===== src/sv/coordinate_seeded_lcg_random_core_assert.svh =====
// Assertion macros for the coordinate-seeded LCG random core
`ifndef COORDINATE_SEEDED_LCG_RANDOM_CORE_ASSERT_SVH
`define COORDINATE_SEEDED_LCG_RANDOM_CORE_ASSERT_SVH

// same-cycle implication
`define CSLR_ASSERT_NOW(label, clk, rst_n, cond, conseq, msg) \
    label: assert property (@(posedge clk) disable iff (!rst_n) (cond) |-> (conseq)) \
        else $error(msg);

// next-cycle implication
`define CSLR_ASSERT_NEXT(label, clk, rst_n, cond, conseq, msg) \
    label: assert property (@(posedge clk) disable iff (!rst_n) (cond) |=> (conseq)) \
        else $error(msg);

`endif


===== src/sv/cslr_pkg.sv =====
package cslr_pkg;

    localparam int WORD_W     = 64;
    localparam int HALF_W     = 32;
    localparam int COORD_W    = 32;
    localparam int VALUE_W    = 31;
    localparam int ID_W       = 8;
    localparam int ACTION_W   = 2;
    localparam int CFG_IDX_W  = 2;
    localparam int S_TDATA_W  = 128;
    localparam int M_TDATA_W  = 32;
    localparam int DRAW_SHIFT = 24;
    localparam int DRAW_Q_W   = WORD_W - DRAW_SHIFT;
    localparam int REM_CNT_W  = $clog2(DRAW_Q_W);
    localparam int PICK_COUNT = 4;

    localparam logic [WORD_W-1:0] LCG_MUL = 64'd6364136223846793005;
    localparam logic [WORD_W-1:0] LCG_INC = 64'd1442695040888963407;

    localparam logic [REM_CNT_W-1:0] REM_LAST = REM_CNT_W'(DRAW_Q_W - 1);

    localparam logic [ACTION_W-1:0] ACT_SEED = 2'd0;
    localparam logic [ACTION_W-1:0] ACT_DRAW = 2'd1;
    localparam logic [ACTION_W-1:0] ACT_PICK = 2'd2;

    localparam logic [CFG_IDX_W-1:0] CFG_WORLD_SEED = 2'd0;
    localparam logic [CFG_IDX_W-1:0] CFG_LAYER_SALT = 2'd1;

    typedef enum logic [2:0] {
        ST_IDLE,
        ST_M1_GO,
        ST_M1_WAIT,
        ST_M2_GO,
        ST_M2_WAIT,
        ST_REM_GO,
        ST_REM_WAIT,
        ST_RESULT
    } state_t;

    typedef enum logic [2:0] {
        JOB_SALT,
        JOB_LAYER,
        JOB_CELL,
        JOB_DRAW,
        JOB_PICK
    } job_t;

endpackage


===== src/sv/cslr_mul64.sv =====
module cslr_mul64
(
    input  logic                         clk,
    input  logic                         rst_n,
    input  logic                         start,
    input  logic [cslr_pkg::WORD_W-1:0]  a,
    input  logic [cslr_pkg::WORD_W-1:0]  b,
    output logic                         done,
    output logic [cslr_pkg::WORD_W-1:0]  p
);

    localparam int HW = cslr_pkg::HALF_W;
    localparam int WW = cslr_pkg::WORD_W;

    logic          busy_reg;
    logic [1:0]    cnt_reg;
    logic          done_reg;
    logic [WW-1:0] a_reg;
    logic [WW-1:0] b_reg;
    logic [WW-1:0] prod_reg;
    logic [WW-1:0] acc_reg;

    logic [HW-1:0] op_x;
    logic [HW-1:0] op_y;
    logic [WW-1:0] mult;
    logic [WW-1:0] add_term;

    // low 64 bits: lo*lo + ((lo*hi + hi*lo) << 32), one 32x32 product a cycle
    always_comb
    begin
        case (cnt_reg)
            2'd0:
            begin
                op_x = a_reg[HW-1:0];
                op_y = b_reg[HW-1:0];
            end
            2'd1:
            begin
                op_x = a_reg[HW-1:0];
                op_y = b_reg[WW-1:HW];
            end
            default:
            begin
                op_x = a_reg[WW-1:HW];
                op_y = b_reg[HW-1:0];
            end
        endcase
        mult     = WW'(op_x) * WW'(op_y);
        add_term = (cnt_reg == 2'd1) ? prod_reg : {prod_reg[HW-1:0], {HW{1'b0}}};
    end

    always_ff @(posedge clk or negedge rst_n)
    begin
        if (!rst_n)
        begin
            busy_reg <= 1'b0;
            cnt_reg  <= 2'd0;
            done_reg <= 1'b0;
        end
        else
        begin
            done_reg <= 1'b0;
            if (start && !busy_reg)
            begin
                busy_reg <= 1'b1;
                cnt_reg  <= 2'd0;
            end
            else if (busy_reg)
            begin
                cnt_reg <= cnt_reg + 2'd1;
                if (cnt_reg == 2'd3)
                begin
                    busy_reg <= 1'b0;
                    done_reg <= 1'b1;
                end
            end
        end
    end

    always_ff @(posedge clk)
    begin
        if (start && !busy_reg)
        begin
            a_reg   <= a;
            b_reg   <= b;
            acc_reg <= '0;
        end
        else if (busy_reg)
        begin
            if (cnt_reg != 2'd3)
            begin
                prod_reg <= mult;
            end
            if (cnt_reg != 2'd0)
            begin
                acc_reg <= acc_reg + add_term;
            end
        end
    end

    assign done = done_reg;
    assign p    = acc_reg;

endmodule


===== src/sv/cslr_rem.sv =====
module cslr_rem
(
    input  logic                            clk,
    input  logic                            rst_n,
    input  logic                            start,
    input  logic [cslr_pkg::DRAW_Q_W-1:0]   dividend,
    input  logic [cslr_pkg::VALUE_W-1:0]    divisor,
    output logic                            done,
    output logic [cslr_pkg::VALUE_W-1:0]    remainder
);

    localparam int DW = cslr_pkg::DRAW_Q_W;
    localparam int VW = cslr_pkg::VALUE_W;

    logic                           busy_reg;
    logic                           done_reg;
    logic [cslr_pkg::REM_CNT_W-1:0] cnt_reg;
    logic [DW-1:0]                  dvd_reg;
    logic [VW-1:0]                  dsr_reg;
    logic [VW:0]                    rem_reg;

    logic [VW:0] rem_sh;
    logic [VW:0] diff;
    logic        ge;

    // restoring division, one quotient bit a cycle
    always_comb
    begin
        rem_sh = {rem_reg[VW-1:0], dvd_reg[DW-1]};
        diff   = rem_sh - {1'b0, dsr_reg};
        ge     = rem_sh >= {1'b0, dsr_reg};
    end

    always_ff @(posedge clk or negedge rst_n)
    begin
        if (!rst_n)
        begin
            busy_reg <= 1'b0;
            done_reg <= 1'b0;
            cnt_reg  <= '0;
        end
        else
        begin
            done_reg <= 1'b0;
            if (start && !busy_reg)
            begin
                busy_reg <= 1'b1;
                cnt_reg  <= '0;
            end
            else if (busy_reg)
            begin
                cnt_reg <= cnt_reg + cslr_pkg::REM_CNT_W'(1);
                if (cnt_reg == cslr_pkg::REM_LAST)
                begin
                    busy_reg <= 1'b0;
                    done_reg <= 1'b1;
                end
            end
        end
    end

    always_ff @(posedge clk)
    begin
        if (start && !busy_reg)
        begin
            dvd_reg <= dividend;
            dsr_reg <= divisor;
            rem_reg <= '0;
        end
        else if (busy_reg)
        begin
            rem_reg <= ge ? diff : rem_sh;
            dvd_reg <= {dvd_reg[DW-2:0], 1'b0};
        end
    end

    assign done      = done_reg;
    assign remainder = rem_reg[VW-1:0];

endmodule


===== src/sv/coordinate_seeded_lcg_random_core.sv =====
// Each mix s*(s*MUL+INC)+addend runs on the shared multiplier, one 32x32 product at a time.
// Seed (action 0): mixes x and y into the cell state, no result. Draw (action 1): the 40-step
// remainder unit, then one mix, then the result. Action 2 with a plurality id goes straight
// to the result state; otherwise as a draw. One transaction in flight; m_tready stalls hold
// the result state. After rst_n (asynchronous, active low) and each config write to index 0
// or 1 the seeds are re-derived, ports not ready.
`include "coordinate_seeded_lcg_random_core_assert.svh"

module coordinate_seeded_lcg_random_core
(
    input  logic                               clk,
    input  logic                               rst_n,
    input  logic                               s_tvalid,
    output logic                               s_tready,
    // cell_x[31:0], cell_y[63:32], bound[94:64], id_a[102:95], id_b[110:103],
    // id_c[118:111], id_d[126:119], zero pad
    input  logic [cslr_pkg::S_TDATA_W-1:0]     s_tdata,
    // action[1:0]
    input  logic [cslr_pkg::ACTION_W-1:0]      s_tuser,
    output logic                               m_tvalid,
    input  logic                               m_tready,
    // value[30:0], zero pad
    output logic [cslr_pkg::M_TDATA_W-1:0]     m_tdata,
    input  logic                               cfg_valid,
    output logic                               cfg_ready,
    input  logic [cslr_pkg::CFG_IDX_W-1:0]     cfg_index,
    input  logic [cslr_pkg::WORD_W-1:0]        cfg_data
);

    localparam int WW = cslr_pkg::WORD_W;
    localparam int VW = cslr_pkg::VALUE_W;
    localparam int IW = cslr_pkg::ID_W;
    localparam int CW = cslr_pkg::COORD_W;

    cslr_pkg::state_t state_reg, state_next;
    cslr_pkg::job_t   job_reg, job_next;

    logic [1:0]    mix_idx_reg, mix_idx_next;
    logic [WW-1:0] acc_reg, acc_next;
    logic [WW-1:0] tmp_reg, tmp_next;
    logic [WW-1:0] world_seed_reg, world_seed_next;
    logic [WW-1:0] layer_salt_reg, layer_salt_next;
    logic [WW-1:0] mixed_salt_reg, mixed_salt_next;
    logic [WW-1:0] layer_seed_reg, layer_seed_next;
    logic [WW-1:0] cell_state_reg, cell_state_next;
    logic [CW-1:0] x_reg, x_next;
    logic [CW-1:0] y_reg, y_next;
    logic [VW-1:0] bound_reg, bound_next;
    logic [IW-1:0] ids_reg [cslr_pkg::PICK_COUNT];
    logic [IW-1:0] ids_next [cslr_pkg::PICK_COUNT];
    logic [VW-1:0] result_reg, result_next;
    logic          out_valid_reg, out_valid_next;
    logic [VW-1:0] out_value_reg, out_value_next;

    logic                  in_accept;
    logic                  cfg_accept;
    logic                  cfg_hit;
    logic                  out_free;
    logic [1:0]            mix_last;
    logic                  mix_end;
    logic [WW-1:0]         addend;
    logic [WW-1:0]         mix_sum;
    logic                  maj_hit;
    logic [IW-1:0]         maj_val;
    logic [IW-1:0]         in_id [cslr_pkg::PICK_COUNT];

    logic                          mul_start;
    logic [WW-1:0]                 mul_b;
    logic                          mul_done;
    logic [WW-1:0]                 mul_p;
    logic                          rem_start;
    logic                          rem_done;
    logic [VW-1:0]                 rem_r;
    logic [cslr_pkg::DRAW_Q_W-1:0] draw_q;
    logic [cslr_pkg::DRAW_Q_W-1:0] draw_mag;
    logic [VW-1:0]                 draw_r;

    cslr_mul64 u_mul
    (
        .clk   (clk),
        .rst_n (rst_n),
        .start (mul_start),
        .a     (acc_reg),
        .b     (mul_b),
        .done  (mul_done),
        .p     (mul_p)
    );

    cslr_rem u_rem
    (
        .clk       (clk),
        .rst_n     (rst_n),
        .start     (rem_start),
        .dividend  (draw_mag),
        .divisor   (bound_reg),
        .done      (rem_done),
        .remainder (rem_r)
    );

    assign in_accept  = s_tvalid && s_tready;
    assign cfg_accept = cfg_valid && cfg_ready;
    assign cfg_hit    = (cfg_index == cslr_pkg::CFG_WORLD_SEED) ||
                        (cfg_index == cslr_pkg::CFG_LAYER_SALT);
    assign out_free   = !out_valid_reg || m_tready;

    assign in_id[0] = s_tdata[102:95];
    assign in_id[1] = s_tdata[110:103];
    assign in_id[2] = s_tdata[118:111];
    assign in_id[3] = s_tdata[126:119];

    // plurality id of the four: three or more alike, or one pair with the other two unlike; fixed priority
    always_comb
    begin
        maj_hit = 1'b1;
        maj_val = in_id[0];
        if (in_id[1] == in_id[2] && in_id[2] == in_id[3])
            maj_val = in_id[1];
        else if (in_id[0] == in_id[1] && in_id[0] == in_id[2])
            maj_val = in_id[0];
        else if (in_id[0] == in_id[1] && in_id[0] == in_id[3])
            maj_val = in_id[0];
        else if (in_id[0] == in_id[2] && in_id[0] == in_id[3])
            maj_val = in_id[0];
        else if (in_id[0] == in_id[1] && in_id[2] != in_id[3])
            maj_val = in_id[0];
        else if (in_id[0] == in_id[2] && in_id[1] != in_id[3])
            maj_val = in_id[0];
        else if (in_id[0] == in_id[3] && in_id[1] != in_id[2])
            maj_val = in_id[0];
        else if (in_id[1] == in_id[2] && in_id[0] != in_id[3])
            maj_val = in_id[1];
        else if (in_id[1] == in_id[3] && in_id[0] != in_id[2])
            maj_val = in_id[1];
        else if (in_id[2] == in_id[3] && in_id[0] != in_id[1])
            maj_val = in_id[2];
        else
            maj_hit = 1'b0;
    end

    // draw: remainder of |state >>> 24| by bound, mapped to bound - r for negative state; zero for bound 0
    always_comb
    begin
        draw_q   = cslr_pkg::DRAW_Q_W'($signed(cell_state_reg) >>> cslr_pkg::DRAW_SHIFT);
        draw_mag = cell_state_reg[WW-1] ? (~draw_q + cslr_pkg::DRAW_Q_W'(1)) : draw_q;
        if (bound_reg == '0)
            draw_r = '0;
        else if (cell_state_reg[WW-1] && rem_r != '0)
            draw_r = bound_reg - rem_r;
        else
            draw_r = rem_r;
    end

    always_comb
    begin
        case (job_reg)
            cslr_pkg::JOB_SALT:
            begin
                addend   = layer_salt_reg;
                mix_last = 2'd2;
            end
            cslr_pkg::JOB_LAYER:
            begin
                addend   = mixed_salt_reg;
                mix_last = 2'd2;
            end
            cslr_pkg::JOB_CELL:
            begin
                addend   = mix_idx_reg[0] ? {{(WW-CW){y_reg[CW-1]}}, y_reg}
                                          : {{(WW-CW){x_reg[CW-1]}}, x_reg};
                mix_last = 2'd3;
            end
            default:
            begin
                addend   = layer_seed_reg;
                mix_last = 2'd0;
            end
        endcase
        mix_end = (mix_idx_reg == mix_last);
        mix_sum = mul_p + addend;
    end

    // next state
    always_comb
    begin
        state_next = state_reg;
        case (state_reg)
            cslr_pkg::ST_IDLE:
            begin
                if (cfg_accept)
                begin
                    if (cfg_hit)
                        state_next = cslr_pkg::ST_M1_GO;
                end
                else if (in_accept)
                begin
                    case (s_tuser)
                        cslr_pkg::ACT_SEED: state_next = cslr_pkg::ST_M1_GO;
                        cslr_pkg::ACT_DRAW: state_next = cslr_pkg::ST_REM_GO;
                        cslr_pkg::ACT_PICK:
                            state_next = maj_hit ? cslr_pkg::ST_RESULT : cslr_pkg::ST_REM_GO;
                        default:            state_next = cslr_pkg::ST_IDLE;
                    endcase
                end
            end
            cslr_pkg::ST_M1_GO:
                state_next = cslr_pkg::ST_M1_WAIT;
            cslr_pkg::ST_M1_WAIT:
            begin
                if (mul_done)
                    state_next = cslr_pkg::ST_M2_GO;
            end
            cslr_pkg::ST_M2_GO:
                state_next = cslr_pkg::ST_M2_WAIT;
            cslr_pkg::ST_M2_WAIT:
            begin
                if (mul_done)
                begin
                    if (!mix_end)
                        state_next = cslr_pkg::ST_M1_GO;
                    else
                    begin
                        case (job_reg)
                            cslr_pkg::JOB_SALT:  state_next = cslr_pkg::ST_M1_GO;
                            cslr_pkg::JOB_LAYER: state_next = cslr_pkg::ST_IDLE;
                            cslr_pkg::JOB_CELL:  state_next = cslr_pkg::ST_IDLE;
                            default:             state_next = cslr_pkg::ST_RESULT;
                        endcase
                    end
                end
            end
            cslr_pkg::ST_REM_GO:
                state_next = cslr_pkg::ST_REM_WAIT;
            cslr_pkg::ST_REM_WAIT:
            begin
                if (rem_done)
                    state_next = cslr_pkg::ST_M1_GO;
            end
            cslr_pkg::ST_RESULT:
            begin
                if (out_free)
                    state_next = cslr_pkg::ST_IDLE;
            end
            default:
                state_next = cslr_pkg::ST_IDLE;
        endcase
    end

    // outputs
    always_comb
    begin
        cfg_ready = (state_reg == cslr_pkg::ST_IDLE);
        s_tready  = (state_reg == cslr_pkg::ST_IDLE) && !cfg_valid;
        mul_start = (state_reg == cslr_pkg::ST_M1_GO) || (state_reg == cslr_pkg::ST_M2_GO);
        mul_b     = (state_reg == cslr_pkg::ST_M1_GO) ? cslr_pkg::LCG_MUL : tmp_reg;
        rem_start = (state_reg == cslr_pkg::ST_REM_GO);
        m_tvalid  = out_valid_reg;
        m_tdata   = {{(cslr_pkg::M_TDATA_W-VW){1'b0}}, out_value_reg};
    end

    // datapath
    always_comb
    begin
        job_next        = job_reg;
        mix_idx_next    = mix_idx_reg;
        acc_next        = acc_reg;
        tmp_next        = tmp_reg;
        world_seed_next = world_seed_reg;
        layer_salt_next = layer_salt_reg;
        mixed_salt_next = mixed_salt_reg;
        layer_seed_next = layer_seed_reg;
        cell_state_next = cell_state_reg;
        x_next          = x_reg;
        y_next          = y_reg;
        bound_next      = bound_reg;
        ids_next        = ids_reg;
        result_next     = result_reg;
        out_value_next  = out_value_reg;
        out_valid_next  = out_valid_reg && !m_tready;

        case (state_reg)
            cslr_pkg::ST_IDLE:
            begin
                if (cfg_accept)
                begin
                    job_next     = cslr_pkg::JOB_SALT;
                    mix_idx_next = 2'd0;
                    acc_next     = layer_salt_reg;
                    if (cfg_index == cslr_pkg::CFG_WORLD_SEED)
                        world_seed_next = cfg_data;
                    if (cfg_index == cslr_pkg::CFG_LAYER_SALT)
                    begin
                        layer_salt_next = cfg_data;
                        acc_next        = cfg_data;
                    end
                end
                else if (in_accept)
                begin
                    x_next       = s_tdata[31:0];
                    y_next       = s_tdata[63:32];
                    bound_next   = s_tdata[94:64];
                    ids_next     = in_id;
                    mix_idx_next = 2'd0;
                    acc_next     = cell_state_reg;
                    case (s_tuser)
                        cslr_pkg::ACT_SEED:
                        begin
                            job_next = cslr_pkg::JOB_CELL;
                            acc_next = layer_seed_reg;
                        end
                        cslr_pkg::ACT_DRAW:
                            job_next = cslr_pkg::JOB_DRAW;
                        default:
                        begin
                            job_next    = cslr_pkg::JOB_PICK;
                            bound_next  = VW'(cslr_pkg::PICK_COUNT);
                            result_next = VW'(maj_val);
                        end
                    endcase
                end
            end
            cslr_pkg::ST_M1_WAIT:
            begin
                if (mul_done)
                    tmp_next = mul_p + cslr_pkg::LCG_INC;
            end
            cslr_pkg::ST_M2_WAIT:
            begin
                if (mul_done)
                begin
                    if (!mix_end)
                    begin
                        acc_next     = mix_sum;
                        mix_idx_next = mix_idx_reg + 2'd1;
                    end
                    else
                    begin
                        case (job_reg)
                            cslr_pkg::JOB_SALT:
                            begin
                                mixed_salt_next = mix_sum;
                                acc_next        = world_seed_reg;
                                job_next        = cslr_pkg::JOB_LAYER;
                                mix_idx_next    = 2'd0;
                            end
                            cslr_pkg::JOB_LAYER:
                                layer_seed_next = mix_sum;
                            default:
                                cell_state_next = mix_sum;
                        endcase
                    end
                end
            end
            cslr_pkg::ST_REM_WAIT:
            begin
                if (rem_done)
                begin
                    if (job_reg == cslr_pkg::JOB_PICK)
                        result_next = VW'(ids_reg[draw_r[1:0]]);
                    else
                        result_next = draw_r;
                end
            end
            cslr_pkg::ST_RESULT:
            begin
                if (out_free)
                begin
                    out_value_next = result_reg;
                    out_valid_next = 1'b1;
                end
            end
            default:
            begin
            end
        endcase
    end

    always_ff @(posedge clk or negedge rst_n)
    begin
        if (!rst_n)
        begin
            state_reg      <= cslr_pkg::ST_M1_GO;
            job_reg        <= cslr_pkg::JOB_SALT;
            mix_idx_reg    <= 2'd0;
            acc_reg        <= '0;
            world_seed_reg <= '0;
            layer_salt_reg <= '0;
            cell_state_reg <= '0;
            out_valid_reg  <= 1'b0;
        end
        else
        begin
            state_reg      <= state_next;
            job_reg        <= job_next;
            mix_idx_reg    <= mix_idx_next;
            acc_reg        <= acc_next;
            world_seed_reg <= world_seed_next;
            layer_salt_reg <= layer_salt_next;
            cell_state_reg <= cell_state_next;
            out_valid_reg  <= out_valid_next;
        end
    end

    always_ff @(posedge clk)
    begin
        tmp_reg        <= tmp_next;
        mixed_salt_reg <= mixed_salt_next;
        layer_seed_reg <= layer_seed_next;
        x_reg          <= x_next;
        y_reg          <= y_next;
        bound_reg      <= bound_next;
        ids_reg        <= ids_next;
        result_reg     <= result_next;
        out_value_reg  <= out_value_next;
    end

    `CSLR_ASSERT_NOW(a_cfg_excl, clk, rst_n, cfg_accept, !s_tready,
        "config and item in same cycle")
    `CSLR_ASSERT_NOW(a_mul_done, clk, rst_n, mul_done,
        (state_reg == cslr_pkg::ST_M1_WAIT || state_reg == cslr_pkg::ST_M2_WAIT),
        "multiplier done outside a wait state")
    `CSLR_ASSERT_NOW(a_rem_done, clk, rst_n, rem_done, state_reg == cslr_pkg::ST_REM_WAIT,
        "remainder done outside its wait state")
    `CSLR_ASSERT_NEXT(a_draw_go, clk, rst_n, in_accept && s_tuser == cslr_pkg::ACT_DRAW,
        state_reg == cslr_pkg::ST_REM_GO, "draw did not start remainder unit")

endmodule

===== config.mk =====
export PLATFORM = sky130hd
export DESIGN_NAME = coordinate_seeded_lcg_random_core
export DESIGN_NICKNAME = d
export VERILOG_FILES = /design/src/sv/cslr_pkg.sv /design/src/sv/cslr_mul64.sv /design/src/sv/cslr_rem.sv /design/src/sv/coordinate_seeded_lcg_random_core.sv
export VERILOG_INCLUDE_DIRS = /design/src /design/src/sv
export SDC_FILE = /design/constraint.sdc
export NUM_CORES = 2
export LEC_CHECK = 0
export ABC_CLOCK_PERIOD_IN_PS = 10150
export BUFFER_PORTS_ARGS = -buffer_cell sky130_fd_sc_hd__buf_2
export CAP_MARGIN = 20
export CORE_UTILIZATION = 40
export CTS_CLUSTER_DIAMETER = 50
export DETAILED_ROUTE_END_ITERATION = 8
export PLACE_DENSITY = 0.62
export SLEW_MARGIN = 20
export SYNTH_ARGS = -nofsm -noshare
export SYNTH_HDL_FRONTEND = slang
export SYNTH_SLANG_ARGS = --single-unit

===== constraint.sdc =====
create_clock -name clk -period 10.15 [get_ports clk]
set_input_delay 1.5225 -clock clk [delete_from_list [all_inputs] [get_ports clk]]
set_output_delay 1.5225 -clock clk [all_outputs]
set_load 0.01 [all_outputs]

* Word-level counts from Yosys, hierarchy flattened
Index checks and enable logic that the tools add are counted.
Word-level totals: bits of input ports 201, word-level logic and storage cells 239, output and inout port bits 35, register bits 1016
Cells by class: mux-type cells 92, $mul 1, add/subtract/negate cells 9, bitwise gates (word level) 5, $lt $le $gt $ge 2, eq/ne operators 42, reduce and logical (&&, ||, !) cells 55
Operators with widths (count):
- $mux W64 | 9
- $mux W31 | 8
- $pmux W64 S3 | 1
- $add A64 B64 Y64 | 2
- $pmux W64 S2 | 1
- $mux W40 | 3
- $mux W8 | 12
- $add A64 B61 Y64 const B | 1
- $mul A32 B32 Y64 | 1
- $mux W32 | 2
- $pmux W31 S2 | 1
- $sub A31 B31 Y31 | 2
- $eq A8 B8 Y1 | 6
- $ne A8 B8 Y1 | 6
- $add A40 B1 Y40 const B | 1
- $not A40 Y40 | 1
- $mux W3 | 13
- $ge A32 B31 Y1 | 1
- $logic_not A31 Y1 | 1
- $reduce_bool A31 Y1 | 1
- $mux W1 | 24
- $pmux W3 S8 | 1
- $pmux W3 S2 | 3
- $logic_and A1 B1 Y1 | 17
- other kinds (33) | 88

* Depth between registers and ports, before layout
depth in word-level cells 17, depth in mapped cells 35

* By module
From an unflattened synthesis, not the netlist that was laid out.
Second synthesis, totals: cells, all modules 8991, area, all modules 88078.2 um2
By module, submodules not included:
- cslr_mul64 | area each 45223.4 um2, cells an instance 4825, instances 1
- coordinate_seeded_lcg_random_core | area each 36844.1 um2, cells an instance 3538, instances 1
- cslr_rem | area each 6010.8 um2, cells an instance 628, instances 1

* Least setup slack after synthesis
Ideal clock, no wire load.
path kind register to register, from register u_mul.cnt_reg[0], to register u_mul.prod_reg[61], data pin, setup slack 591 ps, arrival 9300 ps, path buffers 5, required time 9891 ps, stages on the path, launching flop included 32, cells stage by stage dfrtp_1 > ha_1 > clkbuf_1 > nor2_1 > clkbuf_1 > buf_1 > mux2i_1 > clkbuf_1 > nor2_1 > fa_1 > fa_1 > fa_1 > inv_1 > fa_1 > inv_1 > fa_1 > fa_1 > fa_1 > inv_1 > fa_1 > inv_1 > ha_1 > clkbuf_1 > nand3_1 > nor3_1 > and3_1 > a21boi_0 > a2111oi_0 > o221ai_1 > o311ai_0 > o211ai_1 > xnor2_1
On the way: longest elaborated chain between the ends 4, elaborated cells between the ends (all ways) 6, those cells by class mul (1); eq/ne (1); mux (2); reduce/logical (2)
RTL lines:
- start, declared | line cslr_mul64.sv:16 | logic [1:0] cnt_reg;
- start signal, assigned | line cslr_mul64.sv:70 | cnt_reg <= cnt_reg + 2'd1;
- $eq A2 B1 Y1 / $logic_not A2 Y1 (equally long branches) | line cslr_mul64.sv:31 | case (cnt_reg)
- $reduce_or A2 Y1 (no line)
- $mux W32 | line cslr_mul64.sv:31
- $mul A32 B32 Y64 * | line cslr_mul64.sv:48 | mult = WW'(op_x) * WW'(op_y);
- net u_mul.mult[61] | line cslr_mul64.sv:25 | logic [WW-1:0] mult;
- end signal, assigned | line cslr_mul64.sv:92 | prod_reg <= mult;
- end, declared | line cslr_mul64.sv:20 | logic [WW-1:0] prod_reg;
The timed path passes the listed nets; every way through them passes the cells marked *. A chain may end at the register's enable or synchronous reset.

* Worst setup path in the final report
Same ends and word-level chain as after synthesis.

==> impl_metrics.py <==
metrics = {
    "cts": {
        "numCtsBuffers": 119,
        "cts.sinks": 1016,
        "htree_levels": 3,
        "clockRootBuffer": "clkbuf_16",
        "ctsResizeCount": 0,
        "cts_tree": "yes",
        "clock_path_buffers": 3,
        "cts_hold_buf": 0,
        "post_cts_buffers": 0,
        "path_clk_slew_ns": 0.06,
        "insertion_delay_ns": 0.79,
    },
    "route": {
        "dr.pass1.iters": 6,
        "route.detailed.drc": 0,
        "vias": 66900,
        "drtIter0Drc": 6211,
        "ant_nets": 0,
        "wire_per_inst_um": 24.6,
        "wirelength_mm": 291,
        "routed_via_density": 5.67,
    },
    "final_layout": {
        "drive_gt1_frac": 0.130,
        "nets": 10400,
        "nFillCells": 20300,
        "utilization": 0.449,
        "syn_to_final_growth_pct": 11.3,
        "finalInstanceArea_um2": 96500,
        "final_cells": 11800,
    },
    "logic_synthesis": {
        "seq_area_frac_synth": 0.325,
        "syn_inst": 8719,
        "ys_async_sr_fraction": 0.273,
        "synth_area_um2": 86700,
        "synth_most_common_cell": "inv_1",
        "synthFlopType": "edfxtp_1",
        "synth_area_leaders": "edfxtp_1 (22%), fa_1 (21%), dfrtp_1 (8.0%)",
        "yosysUniqueCellTypes": 89,
        "synth_top_area_frac": 0.223,
        "synth.avg_cell_area_um2": 9.94,
        "synth_edf_count": 644,
        "ys.warnings.count": 0,
        "synth_area_leader_cell": "edfxtp_1",
        "syn_nets": 10300,
        "ys_ff_latch": 1016,
        "ys_top_cells_by_count": "inv_1 (1008), nand2_1 (958), fa_1 (900)",
    },
    "worst_hold_path": {
        "min_from": "result_reg[25]",
        "worst_hold_path_type": "reg -> reg",
        "hold_end": "out_value_reg[25]",
        "holdPathStages": 0,
    },
    "critical_path": {
        "r2r-end": "u_mul.prod_reg[61]",
        "required_ns": 10.66,
        "critical_path.slowest_cell": "fa_1",
        "crit_cells": 31,
        "end_kind": "flip-flop",
        "max_stage_delay_ns": 0.56,
        "worst_path_most_repeated_cell": "fa_1",
        "crit_family": "adder cells",
        "r2r_start": "u_mul.cnt_reg[0]",
        "arrival_ns": 10.32,
        "crit_type": "reg -> reg",
        "r2r_slack_ns": 0.34,
        "cp.buffers_inverters": 10,
        "critPathLaunchType": "flip-flop",
        "reg2reg_depth": 31,
        "crit_fanout": 32,
    },
    "grt": {
        "grtUsageTotal": 0.267,
        "antenna_found_initial": 29,
        "grt_max_degree": 93,
        "grt_pass1_wl_mm": 435,
        "overflow": 0,
        "grt_pass1_vias": 67500,
    },
    "sta": {
        "rsz0062_at_grt": "false",
        "final-hold-violation-count": 0,
        "clock.fmax_mhz": 102,
        "tns_ns": 0,
        "timing.final.max_slew_violations": 0,
        "tightest_slew_ns": 1.20,
        "setup-violations-final": 0,
        "skew_ns": 0.0838,
        "slew_headroom": 0.202,
        "fin_crit_sh": 0.967,
        "post-route-min-period_ns": 9.81,
    },
    "placement": {
        "placed_cell_area_um2": 92200,
        "dp_cells": 11600,
        "portBuffers": 233,
        "gp_congestion": 0.993,
        "dp_hpwl_mm": 227,
    },
    "floorplanning": {
        "core.rowCount": 170,
        "dieHeight_um": 467,
        "die_w_um": 467,
        "die_area_um2": 218000,
        "core_area_um2": 215000,
        "initial_core_util": 0.403,
        "io_pins": 236,
    },
    "run": {
        "cap_viol_max_count": 0,
    },
    "status": {
        "outcome": "finished clean",
    },
}
## through the flow
step           setup slack, ns  hold WS (ns)
2_1_floorplan            0.591         0.400
3_3_place_gp             0.313         0.406
3_5_place_dp             0.301         0.405
4_1_cts                  0.229         0.422
5_1_grt                 0.0690         0.426
6_report                 0.338         0.423
## worst reg2reg max path, delay by kind of cell, from the launching register on
kind,cells,cell delay (ns)
buffers and inverters,10,1.39
flip-flops,1,0.48
AND/OR/NAND/NOR,5,1.33
multiplexers,1,0.30
AO/OA/AOI/OAI,4,1.16
XOR/XNOR,1,0.17
adder cells (fa/ha/maj),10,4.79
## cell families (layout without fill, tap and decap cells)
| family | Yosys count | after routing | synth area share |
|---|---|---|---|
| DFF | 1016 | 1016 | 0.325 |
| AOI/OAI and AO/OA | 1472 | 1472 | 0.107 |
| buffers and inverters | 1469 | 1710 | 0.0637 |
| other | 1 | 9 | 0.0000433 |
| adders and majority gates | 1361 | 1361 | 0.274 |
| muxes | 530 | 530 | 0.0662 |
| xor gates and xnor gates | 359 | 359 | 0.0363 |
| and+or+nand+nor | 2511 | 2511 | 0.127 |
## layout make-up
class,count,area [um2],share of cell area
Antenna cell,8,20.0,0.000208
Clock buffer,153,3240,0.0336
Clock inverter,73,892,0.00925
Inverter,1012,3800,0.0394
Multi-Input combinational cell,6234,53300,0.553
Sequential cell,1016,28200,0.292
Tap cell,2838,3550,0.0368
Timing Repair Buffer,472,3430,0.0355
## cell usage in the layout, fill, tap and decap left out, types with 74 or more instances in the layout
| master | n |
|---|---|
| mux2i_1 | 151 |
| xor2_1 | 173 |
| edfxtp_1 | 644 |
| dfxtp_1 | 95 |
| inv_1 | 1008 |
| ha_1 | 459 |
| fa_1 | 900 |
| nand4_1 | 74 |
| buf_2 | 232 |
| nor2b_1 | 91 |
| dfrtp_1 | 274 |
| o21ai_0 | 413 |
| buf_4 | 205 |
| nor3_1 | 85 |
| a221oi_1 | 78 |
| clkbuf_16 | 120 |
| mux2_2 | 332 |
| nand3_1 | 144 |
| nand2_1 | 956 |
| nor2_1 | 854 |
| a21oi_1 | 364 |
| xnor2_1 | 186 |
| a21o_1 | 172 |
## metal layers
| metal | vias up | part of all wire | global-route usage |
|---|---|---|---|
| met5 | - | 0.00058 | 0 |
| met4 | 26 | 0.039 | 0.0969 |
| met3 | 513 | 0.082 | 0.0418 |
| met2 | 2814 | 0.45 | 0.413 |
| met1 | 33900 | 0.43 | 0.377 |
| li1 | 29600 | - | - |
## how the worst max path moves through the flow
stage	from	endpoint	slack, ns
global placement	u_mul.cnt_reg[0]	u_mul.prod_reg[61]	0.31
finish	u_mul.cnt_reg[0]	u_mul.prod_reg[61]	0.34
floorplan	u_mul.cnt_reg[0]	u_mul.prod_reg[61]	0.59
detailed placement	u_mul.cnt_reg[0]	u_mul.prod_reg[61]	0.30
CTS	u_mul.cnt_reg[0]	u_mul.prod_reg[61]	0.23
global route	u_mul.cnt_reg[0]	u_mul.prod_reg[63]	0.07
Power is left out: the tool's default activity adds up to more than one toggle a clock period on the data nets, which glitch-free logic cannot reach.
